===== config.mk =====
export PLATFORM = sky130hd
export DESIGN_NAME = lmc_ctrl
export DESIGN_NICKNAME = d
export VERILOG_FILES = /design/src/hw/rtl/lmc_pkg.sv /design/src/hw/rtl/lmc_ctrl.sv
export SDC_FILE = /design/constraint.sdc
export NUM_CORES = 1
export LEC_CHECK = 0
export ABC_AREA = 0
export BUFFER_PORTS_ARGS = -buffer_cell sky130_fd_sc_hd__buf_2
export CAP_MARGIN = 40
export CORE_AREA = 10 10 47 49
export CTS_BUF_LIST = sky130_fd_sc_hd__clkbuf_8
export DETAILED_ROUTE_END_ITERATION = 8
export DIE_AREA = 0 0 57 59
export GPL_TIMING_DRIVEN = 0
export SYNTH_ARGS = -nofsm -noshare
export SYNTH_HDL_FRONTEND = slang
export SYNTH_SLANG_ARGS = --single-unit

===== constraint.sdc =====
create_clock -name clk_i -period 1.8 [get_ports clk_i]
set_input_delay 0 -clock clk_i [delete_from_list [all_inputs] [get_ports clk_i]]
set_output_delay 0 -clock clk_i [all_outputs]
set_load 0.1 [all_outputs]

===== src/hw/rtl/lmc_pkg.sv =====
// lmc_pkg: shared types and constants of the log-linear mixture classifier.
// Used by the controller, datapath and top level; no dependencies.
`default_nettype none
package lmc_pkg;

  typedef struct packed {
    logic        func;
    logic [7:0]  weight_addr;
    logic signed [15:0] weight_value;
    logic signed [15:0] sample_value;
    logic        last;
  } lmc_in_t;

  typedef struct packed {
    logic [3:0]  class_index;
    logic [15:0] posterior;
    logic        last_class;
  } lmc_out_t;

  localparam logic FUNC_WEIGHT = 1'b0;
  localparam logic FUNC_SAMPLE = 1'b1;

  localparam logic [16:0] LOG2E_Q16 = 17'd94548;

  // Controller states
  typedef enum logic [3:0] {
    ST_IDLE,
    ST_FEAT,   // build product features, one per cycle
    ST_MAC,    // one multiply-accumulate per cycle
    ST_ACT,    // shift, saturate, store activation and track max
    ST_EXP,    // one exp term per cycle
    ST_DIV,    // sum and bit-serial divide for one class
    ST_OUT     // hold result until taken
  } lmc_state_e;

  // Commands from controller to datapath
  typedef struct packed {
    logic feat_start;
    logic feat_step;
    logic mac_clear;
    logic mac_step;
    logic act_store;
    logic exp_step;
    logic div_start;
    logic div_step;
    logic out_load;
    logic clear_sample;
  } lmc_cmd_t;

  // Status from datapath to controller
  typedef struct packed {
    logic feat_done;
    logic mac_done;
    logic act_last;
    logic exp_done;
    logic div_done;
  } lmc_sts_t;

  // 2^(-j/32) in Q1.16 (entry 0 is 1.0)
  function automatic logic [16:0] pow2_tab(input logic [4:0] j);
    logic [16:0] r;
    unique case (j)
      5'd0:  r = 17'd65536; 5'd1:  r = 17'd64132; 5'd2:  r = 17'd62757;
      5'd3:  r = 17'd61413; 5'd4:  r = 17'd60097; 5'd5:  r = 17'd58809;
      5'd6:  r = 17'd57549; 5'd7:  r = 17'd56316; 5'd8:  r = 17'd55109;
      5'd9:  r = 17'd53928; 5'd10: r = 17'd52773; 5'd11: r = 17'd51642;
      5'd12: r = 17'd50535; 5'd13: r = 17'd49452; 5'd14: r = 17'd48393;
      5'd15: r = 17'd47356; 5'd16: r = 17'd46341; 5'd17: r = 17'd45348;
      5'd18: r = 17'd44376; 5'd19: r = 17'd43425; 5'd20: r = 17'd42495;
      5'd21: r = 17'd41584; 5'd22: r = 17'd40693; 5'd23: r = 17'd39821;
      5'd24: r = 17'd38968; 5'd25: r = 17'd38133; 5'd26: r = 17'd37316;
      5'd27: r = 17'd36516; 5'd28: r = 17'd35734; 5'd29: r = 17'd34968;
      5'd30: r = 17'd34219; default: r = 17'd33486;
    endcase
    return r;
  endfunction

endpackage
`default_nettype wire


===== src/hw/rtl/lmc_ctrl.sv =====
// lmc_ctrl: sequencing state machine of the classifier.
// Depends on lmc_pkg; drives lmc_datapath through lmc_cmd_t / lmc_sts_t.
`default_nettype none
module lmc_ctrl
  import lmc_pkg::*;
(
  input  wire logic     clk_i,
  input  wire logic     rst_ni,
  input  wire logic     start_i,     // sample transfer with last set
  input  wire logic     out_ready_i,
  input  wire logic     last_cls_i,  // current result is the last class
  input  wire lmc_sts_t sts_i,
  output lmc_cmd_t      cmd_o,
  output logic          busy_o,
  output logic          out_valid_o
);

  lmc_state_e state_q, state_d;

  // Next state
  always_comb begin
    state_d = state_q;
    unique case (state_q)
      ST_IDLE: if (start_i) state_d = ST_FEAT;
      ST_FEAT: if (sts_i.feat_done) state_d = ST_MAC;
      ST_MAC:  if (sts_i.mac_done) state_d = ST_ACT;
      ST_ACT:  state_d = sts_i.act_last ? ST_EXP : ST_MAC;
      ST_EXP:  if (sts_i.exp_done) state_d = ST_DIV;
      ST_DIV:  if (sts_i.div_done) state_d = ST_OUT;
      ST_OUT:  if (out_ready_i) state_d = last_cls_i ? ST_IDLE : ST_DIV;
      default: state_d = ST_IDLE;
    endcase
  end

  // Outputs
  always_comb begin
    cmd_o       = '0;
    busy_o      = (state_q != ST_IDLE);
    out_valid_o = (state_q == ST_OUT);
    unique case (state_q)
      ST_IDLE: begin
        cmd_o.feat_start = start_i;
      end
      ST_FEAT: begin
        cmd_o.feat_step = 1'b1;
        cmd_o.mac_clear = sts_i.feat_done;
      end
      ST_MAC:  cmd_o.mac_step = 1'b1;
      ST_ACT: begin
        cmd_o.act_store = 1'b1;
        cmd_o.mac_clear = 1'b1;
      end
      ST_EXP: begin
        // linear features are no longer needed once all sums are stored
        cmd_o.exp_step     = 1'b1;
        cmd_o.div_start    = sts_i.exp_done;
        cmd_o.clear_sample = sts_i.exp_done;
      end
      ST_DIV: begin
        cmd_o.div_step = 1'b1;
        cmd_o.out_load = sts_i.div_done;
      end
      ST_OUT:  cmd_o.div_start = out_ready_i && !last_cls_i;
      default: cmd_o = '0;
    endcase
  end

  always_ff @(posedge clk_i or negedge rst_ni) begin
    if (!rst_ni) begin
      state_q <= ST_IDLE;
    end else begin
      state_q <= state_d;
    end
  end

endmodule
`default_nettype wire


==> metrics.txt, run 1 <==
Seq/Total Area, Yosys=0.214; Final #Nets=79; Final Wtd Congestion=0.720; largest registers=state_q (3); kind of critical path=register to primary output; via count=approximately 400; HPWL after DPL=between 800 and 900 um; Worst-Margin Slew=492 ps; DR iter-0 viols=4; Required @ worst endpoint=between 1500 and 2000 ps; Clk pin slew, worst setup/hold paths=30 ps; area of the multi-input gates=274 um2; max-cap violation count=0; CTS Buf Count=3; IO Count=22; max reg flops=3; grt ovf=0; Clock Path Buffers=2; Largest Register=state_q; non-filler instance count after layout=84; CTS tree=yes; Reg area=about 75 um2; via/cell ratio=approximately 4.7; cell area after synthesis=approximately 350 um2; element type at the critical path start=register; Filler cells=157; worst setup margin=between 100 and 150 ps; Worst R2R End=state_q[0]; prevailing post-synth register cell=dfrtp_1; worst hold path type=input pin to asynchronous set/reset pin; DR pass1 iterations=3; syn nets=52; GRT Total Usage=0.0662; endpoint class of the critical path=primary output; Antenna Nets Post-Route=0; Worst Path Arrival=between 1500 and 2000 ps; Port Buffers=21; placed cell count=just under 80; first-pass GRT wire length=1770 um; Critical Path Max Stage Delay=530 ps; DIE WIDTH=between 50 and 60 um; Syn Inst Count=42; Hold Violations, Final=0; DRC viols=0; FP Rows=14; Max-Slew Margin vs Limit=0.674; share of cells above drive strength 1=0.632; Crit Path Max Fanout=10; reg2reg setup slack=between 100 and 150 ps; largest net degree at the start of global routing=11; setup bufs post-CTS=0; Synth async-reset ratio=1.00; Area Overhead vs Synth=70.8%; diode count=0; RSZ-0062 raised after global routing=false; syn avg cell area=roughly 8.4 um2; pre-CTS setup slack=56.4 ps; vias in the first global route=428; Seq cells post-synth=3; die area=3360 um2; Clk Latency, worst-skew pair=between 200 and 250 ps; synth warn=0; H-tree Lvls=1; drt total wl=about 1100 um; Placeable Area=approximately 1400 um2; final setup fails=0; worst r2r src=state_q[2]; fin crit period=1680 ps; Post-synth EDFFs=0; final worst path period share=0.935; Worst R2R Path Depth=5; clock tree sinks=3; Worst Skew=4.61 ps; routed len/inst=12.6 um; TNS Setup=0 ps; Crit-path slowest cell=or3_2; status=finished, final reports clean; Netlist cell types=26; initial antenna violation count=0; die height=~59 um; Critical path origin=state_q[1]; cells along the critical path=clkbuf_2, or3_2, nor2_4, buf_4; FMAX=~590 MHz; Initial Util=0.251; CTS Root Buffer Type=clkbuf_8; Final Max Tran Viols=0
[logic make-up after synthesis]
kind of cell | Yosys count | share of synthesized area
AOI/OAI and AO/OA | 11 | 0.256
buffers and inverters | 7 | 0.114
DFF | 3 | 0.214
muxes | 3 | 0.0996
and+or+nand+nor | 18 | 0.317
[placed cells by master (no fill, tap or decap), types with 2 or more instances in the layout]
cell type and n:
buf_6 2, o21ai_0 2, buf_2 20, nor3_2 3, and3_2 2, inv_1 3, mux2i_1 2, clkbuf_8 3
dfrtp_1 3, a21oi_1 3, nand2_1 2
[how the worst max path moves through the flow]
stage / endpoint / slack [ps] / cells after the start
2_1_floorplan: cmd_o[0] / -160 / 4
3_3_place_gp: state_q[0] / 80 / 4
3_5_place_dp: state_q[0] / 60 / 4
4_1_cts: cmd_o[9] / 40 / 4
5_1_grt: cmd_o[9] / 50 / 4
6_report: cmd_o[9] / 120 / 4
[Yosys cell counts, types with 2 or more instances]
cell type  instances  area, um2
nand2_1            2       7.51
clkbuf_1           2       7.51
mux2i_1            2       20.0
nor3_1             5       25.0
inv_1              2       7.51
dfrtp_1            3       75.1
a21o_1             2       15.0
o21ai_0            2       10.0
and3_2             2       15.0
a21oi_1            3       15.0
and2_1             2       12.5
[cell type report]
type / instances / share of cell area
Sequential cell: 3 / 0.125
Tap cell: 16 / 0.0333
Clock inverter: 1 / 0.00625
Timing Repair Buffer: 22 / 0.196
Inverter: 3 / 0.0271
Multi-Input combinational cell: 32 / 0.456
Buffer: 4 / 0.0875
Clock buffer: 3 / 0.0687
[critical path: cells and delay by family, from the launching register on]
family | cells | cell delay (ps)
buffers and inverters | 2 | 490
DFF | 1 | 360
and+or+nand+nor | 2 | 620
[timing repair]
item | in CTS | in global routing
pin swaps | 0 | 0
resized for setup | 1 | 2
hold buffers | 1 | 0
setup endpoints to repair | 1 | 2
hold endpoints to repair | 3 | 0
[layer usage]
metal,wire length (um),GRT usage,vias up
met4,23,0.0604,0
met5,0,0,-
li1,-,-,205
met2,546,0.112,13
met3,53,0.0215,4
met1,437,0.0631,175
[per-stage QoR]
| stage | hold WS, ps | util | area, um2 |
|---|---|---|---|
| floorplan | -296 | - | 417 |
| detailed placement | -204 | 0.387 | 542 |
| CTS | 101 | 0.428 | 599 |
| global placement | -205 | 0.387 | 542 |
| global route | 123 | 0.429 | 601 |
| finish | 103 | 0.429 | 601 |
Power of run 1 is not shown: default switching activity piles up to over one toggle a cycle in this logic, so the estimate is an artifact.
==> inputs of run 2 (changes only) <==
--- a/config.mk
+++ b/config.mk
@@ -12,7 +12,9 @@
 export CTS_BUF_LIST = sky130_fd_sc_hd__clkbuf_8
 export DETAILED_ROUTE_END_ITERATION = 8
 export DIE_AREA = 0 0 57 59
+export GPL_ROUTABILITY_DRIVEN = 1
 export GPL_TIMING_DRIVEN = 0
+export SETUP_SLACK_MARGIN = 0.4
 export SYNTH_ARGS = -nofsm -noshare
 export SYNTH_HDL_FRONTEND = slang
 export SYNTH_SLANG_ARGS = --single-unit
==> metrics.txt, run 2 (same netlist as run 1, synthesis figures left out) <==
DIE WIDTH=57 um (unchanged); share of cells above drive strength 1=0.750 (was 0.632); IO Count=22 (unchanged); Max-Slew Margin vs Limit=0.807 (was 0.674); worst hold path type=input pin to asynchronous set/reset pin (unchanged); CTS Buf Count=3 (unchanged); RSZ-0062 raised after global routing=true (was false); DR iter-0 viols=7 (was 4); initial antenna violation count=0 (unchanged); Filler cells=120 (was 157); Antenna Nets Post-Route=0 (unchanged); diode count=0 (unchanged); first-pass GRT wire length=2340 um (was 1770 um); via/cell ratio=5.08 (was 4.73); max reg flops=3 (unchanged); max-cap violation count=0 (unchanged); element type at the critical path start=register (unchanged); worst setup margin=267 ps (was 117 ps); via count=467 (was 397); Min Hold Slack=107 ps (was 103 ps); HPWL after DPL=867 um (was 850 um); Worst Skew=3.86 ps (was 4.61 ps); Placeable Area=1400 um2 (unchanged); pre-CTS setup slack=87.6 ps (was 56.4 ps); Worst Path Arrival=1660 ps (was 1680 ps); die area=3360 um2 (unchanged); final worst path period share=0.852 (was 0.935); most common cell after layout, fill and taps aside=buf_4 (was buf_2); status=finished, final reports clean (unchanged); FP Rows=14 (unchanged); largest net degree at the start of global routing=11 (unchanged); Clk pin slew, worst setup/hold paths=30 ps (about the same); clock tree sinks=3 (unchanged); endpoint class of the critical path=register (was primary output); Largest Register=state_q (unchanged); Reg area=75.1 um2 (unchanged); DR pass1 iterations=4 (was 3); Final Wtd Congestion=0.747 (was 0.720); Final Max Tran Viols=0 (unchanged); area of the multi-input gates=324 um2 (was 274 um2); Crit Path Max Fanout=5 (was 10); Clk Latency, worst-skew pair=220 ps (about the same); Required @ worst endpoint=1930 ps (was 1800 ps); Clock Path Buffers=2 (unchanged); Worst-Margin Slew=289 ps (was 492 ps); Area Overhead vs Synth=137% (was 70.8%); H-tree Lvls=1 (unchanged); vias in the first global route=514 (was 428); final instance area=832 um2 (was 601 um2); grt ovf=0 (unchanged); CTS Root Buffer Type=clkbuf_8 (unchanged); kind of critical path=register to register (was register to primary output); non-filler instance count after layout=92 (was 84); CTS tree=yes (unchanged); placed cell count=79 (unchanged); DRC viols=0 (unchanged); Placed Area=544 um2 (was 542 um2); fin crit period=1530 ps (was 1680 ps); Hold Violations, Final=0 (unchanged); Initial Util=0.251 (unchanged); most frequent cells in the layout=12 x buf_4, 9 x buf_2, 6 x buf_12; GRT Total Usage=0.0893 (was 0.0662); Final #Nets=87 (was 79); routed len/inst=16.0 um (was 12.6 um); FMAX=652 MHz (was 594 MHz); largest registers=state_q (3) (unchanged); Port Buffers=21 (unchanged); die height=59 um (unchanged); drt total wl=1470 um (was 1060 um); final setup fails=0 (unchanged)
-- run 2: final timing paths --
check	startpoint	endpoint	slack [ps]	cells after the start
worst max-delay path	state_q[0]	state_q[2]	270	5
worst min-delay path	rst_ni	state_q[1]	110	2
worst max register to register	state_q[0]	state_q[2]	270	5
worst min register to register	state_q[2]	state_q[2]	720	3
max in group asynchronous	rst_ni	state_q[2]	1580	2
min in group clk_i	sts_i[2]	state_q[1]	190	3
-- run 2: critical path, stage by stage (launching register included) --
cell	delay, ps
dfrtp_1	360
buf_6	130
or4_4	490
o311ai_4	100
buf_4	180
mux2i_2	190
-- run 2: per-layer routing --
metal	global-route usage	up-vias	wire [um]
met1	0.0862	220	546
li1	-	222	-
met5	0	-	0
met4	0.0872	0	66
met3	0.0343	6	91
met2	0.143	19	764
-- run 2: layout make-up --
cell class                      count  area share
Clock buffer                        3      0.0496
Sequential cell                     3      0.0902
Inverter                            3      0.0226
Buffer                              4      0.0737
Timing Repair Buffer               30       0.346
Tap cell                           16      0.0241
Clock inverter                      1     0.00451
Multi-Input combinational cell     32       0.389
-- run 2: what timing repair did --
action                     4_1_cts  5_1_grt
buffers inserted                 8        0
gates resized for setup         34       14
hold buffers                     1        0
setup endpoints to repair       15       11
pin swaps                        2        4
hold endpoints to repair         3        0
-- run 2: metrics by stage --
stage / util / TNS (ps)
6_report: 0.594 / 0
5_1_grt: 0.594 / 0
4_1_cts: 0.551 / 0
3_5_place_dp: 0.388 / 0
3_3_place_gp: 0.388 / 0
2_1_floorplan: - / -321
Power of run 2 is left out for the same reason.
==> inputs of run 3 (changes only) <==
--- a/config.mk
+++ b/config.mk
@@ -10,6 +10,7 @@
 export CAP_MARGIN = 40
 export CORE_AREA = 10 10 47 49
 export CTS_BUF_LIST = sky130_fd_sc_hd__clkbuf_8
+export CTS_CLUSTER_DIAMETER = 40
 export DETAILED_ROUTE_END_ITERATION = 8
 export DIE_AREA = 0 0 57 59
 export GPL_ROUTABILITY_DRIVEN = 1
==> constraint.sdc (replaced) <==
create_clock -name clk_i -period 1.52 [get_ports clk_i]
set_input_delay 0 -clock clk_i [delete_from_list [all_inputs] [get_ports clk_i]]
set_output_delay 0 -clock clk_i [all_outputs]
set_load 0.1 [all_outputs]
==> metrics.txt, run 3 (same netlist as run 1, synthesis figures left out) <==
status=finished, violations left (was finished, final reports clean); failing checks=setup timing; CTS tree=yes (unchanged); FP Rows=14 (unchanged); HPWL after DPL=888 um (was 867 um); vias in the first global route=443 (was 514); drt total wl=1530 um (was 1470 um); diode count=0 (unchanged); Crit-path slowest cell=or4_4 (unchanged); worst setup margin=-21.3 ps (was 267 ps); CTS Buf Count=3 (unchanged); Crit Path Max Fanout=8 (was 5); Buf+Inv Stages, Crit Path=1 (was 2); Area Overhead vs Synth=172% (was 137%); final instance area=957 um2 (was 832 um2); Initial Util=0.251 (unchanged); fin crit period=1540 ps (was 1530 ps); Port Buffers=21 (unchanged); worst hold path type=input pin to asynchronous set/reset pin (unchanged); largest registers=state_q (3) (unchanged); Final #Nets=92 (was 87); share of cells above drive strength 1=0.765 (was 0.750); FMAX=649 MHz (was 652 MHz); element type at the critical path start=register (unchanged); CTS Root Buffer Type=clkbuf_8 (unchanged); DR iter-0 viols=2 (was 7); Placeable Area=1400 um2 (unchanged); first-pass GRT wire length=2160 um (was 2340 um); initial antenna violation count=0 (unchanged); Worst Path Arrival=1630 ps (was 1660 ps); clock tree sinks=3 (unchanged); Clock Path Buffers=2 (unchanged); via/cell ratio=4.87 (was 5.08); kind of critical path=register to register (unchanged); Max-Slew Margin vs Limit=0.796 (was 0.807); Required @ worst endpoint=1610 ps (was 1930 ps); via count=472 (was 467); die area=3360 um2 (unchanged); IO Count=22 (unchanged); largest net degree at the start of global routing=11 (unchanged); pre-CTS setup slack=-90.0 ps (was 87.6 ps); crit-path leading delay family=simple AND/OR/NAND/NOR gates (unchanged); Final Wtd Congestion=0.659 (was 0.747); H-tree Lvls=1 (unchanged); final setup fails=1 (was 0); DR pass1 iterations=4 (unchanged); most frequent cells in the layout=11 x buf_12, 9 x buf_2, 9 x buf_4 (was 12 x buf_4, 9 x buf_2, 6 x buf_12); Reg area=75.1 um2 (unchanged); most common cell after layout, fill and taps aside=buf_12 (was buf_4); final worst path period share=1.01 (was 0.852); Critical Path Max Stage Delay=490 ps (about the same); die height=59 um (unchanged); Worst Skew=1.11 ps (was 3.86 ps); endpoint class of the critical path=register (unchanged); Clk Latency, worst-skew pair=210 ps (was 220 ps); max-cap violation count=0 (unchanged); routed len/inst=15.7 um (was 16.0 um); GRT Total Usage=0.0821 (was 0.0893); Antenna Nets Post-Route=0 (unchanged); Final Max Tran Viols=0 (unchanged); final core occ=0.683 (was 0.594); area of the multi-input gates=335 um2 (was 324 um2); DRC viols=0 (unchanged); Filler cells=99 (was 120); Clk pin slew, worst setup/hold paths=30 ps (about the same); Placed Area=559 um2 (was 544 um2); Worst-Margin Slew=305 ps (was 289 ps); RSZ-0062 raised after global routing=true (unchanged); Largest Register=state_q (unchanged); DIE WIDTH=57 um (unchanged); TNS Setup=-21.3 ps (was 0 ps); cells along the critical path=buf_6, or4_4, o311ai_4, mux2_4 (was buf_6, or4_4, o311ai_4, buf_4, mux2i_2); grt ovf=0 (unchanged); max reg flops=3 (unchanged); Hold Violations, Final=0 (unchanged)
## run 3: stage by stage
stage | std cells | hold slack (ps)
5_1_grt | 97 | 146
2_1_floorplan | 42 | -296
3_3_place_gp | 79 | -206
6_report | 97 | 109
3_5_place_dp | 79 | -201
4_1_cts | 88 | 116
## run 3: what timing repair did
item,in CTS,in global routing
endpoints found under the setup margin,15,15
buffers inserted,4,9
endpoints found under the hold margin,3,0
pin swaps,2,3
hold buffers,1,0
gates resized for setup,48,16
## run 3: layout make-up
cell class | count | area share
timing repair buffer | 35 | 0.417
multi-input combinational | 32 | 0.350
sequential | 3 | 0.0784
buffer | 4 | 0.0641
clock buffer | 3 | 0.0431
inverter | 3 | 0.0222
tap | 16 | 0.0209
clock inverter | 1 | 0.00392
## run 3: worst paths after layout
kind	cells after the start	end	start	slack, ps
max in group asynchronous	2	state_q[1]	rst_ni	1300
min	2	state_q[2]	rst_ni	110
min reg2reg	3	state_q[2]	state_q[2]	720
max reg2reg	4	state_q[0]	state_q[0]	-20
max	4	state_q[0]	state_q[0]	-20
min in group clk_i	5	state_q[2]	sts_i[2]	220
## run 3: metal layers
metal / global-route usage / routed length [um]
met5: 0 / 0
met4: 0.0604 / 39
met3: 0.0236 / 69
met2: 0.146 / 832
met1: 0.0797 / 584
Power of run 3 is left out for the same reason.
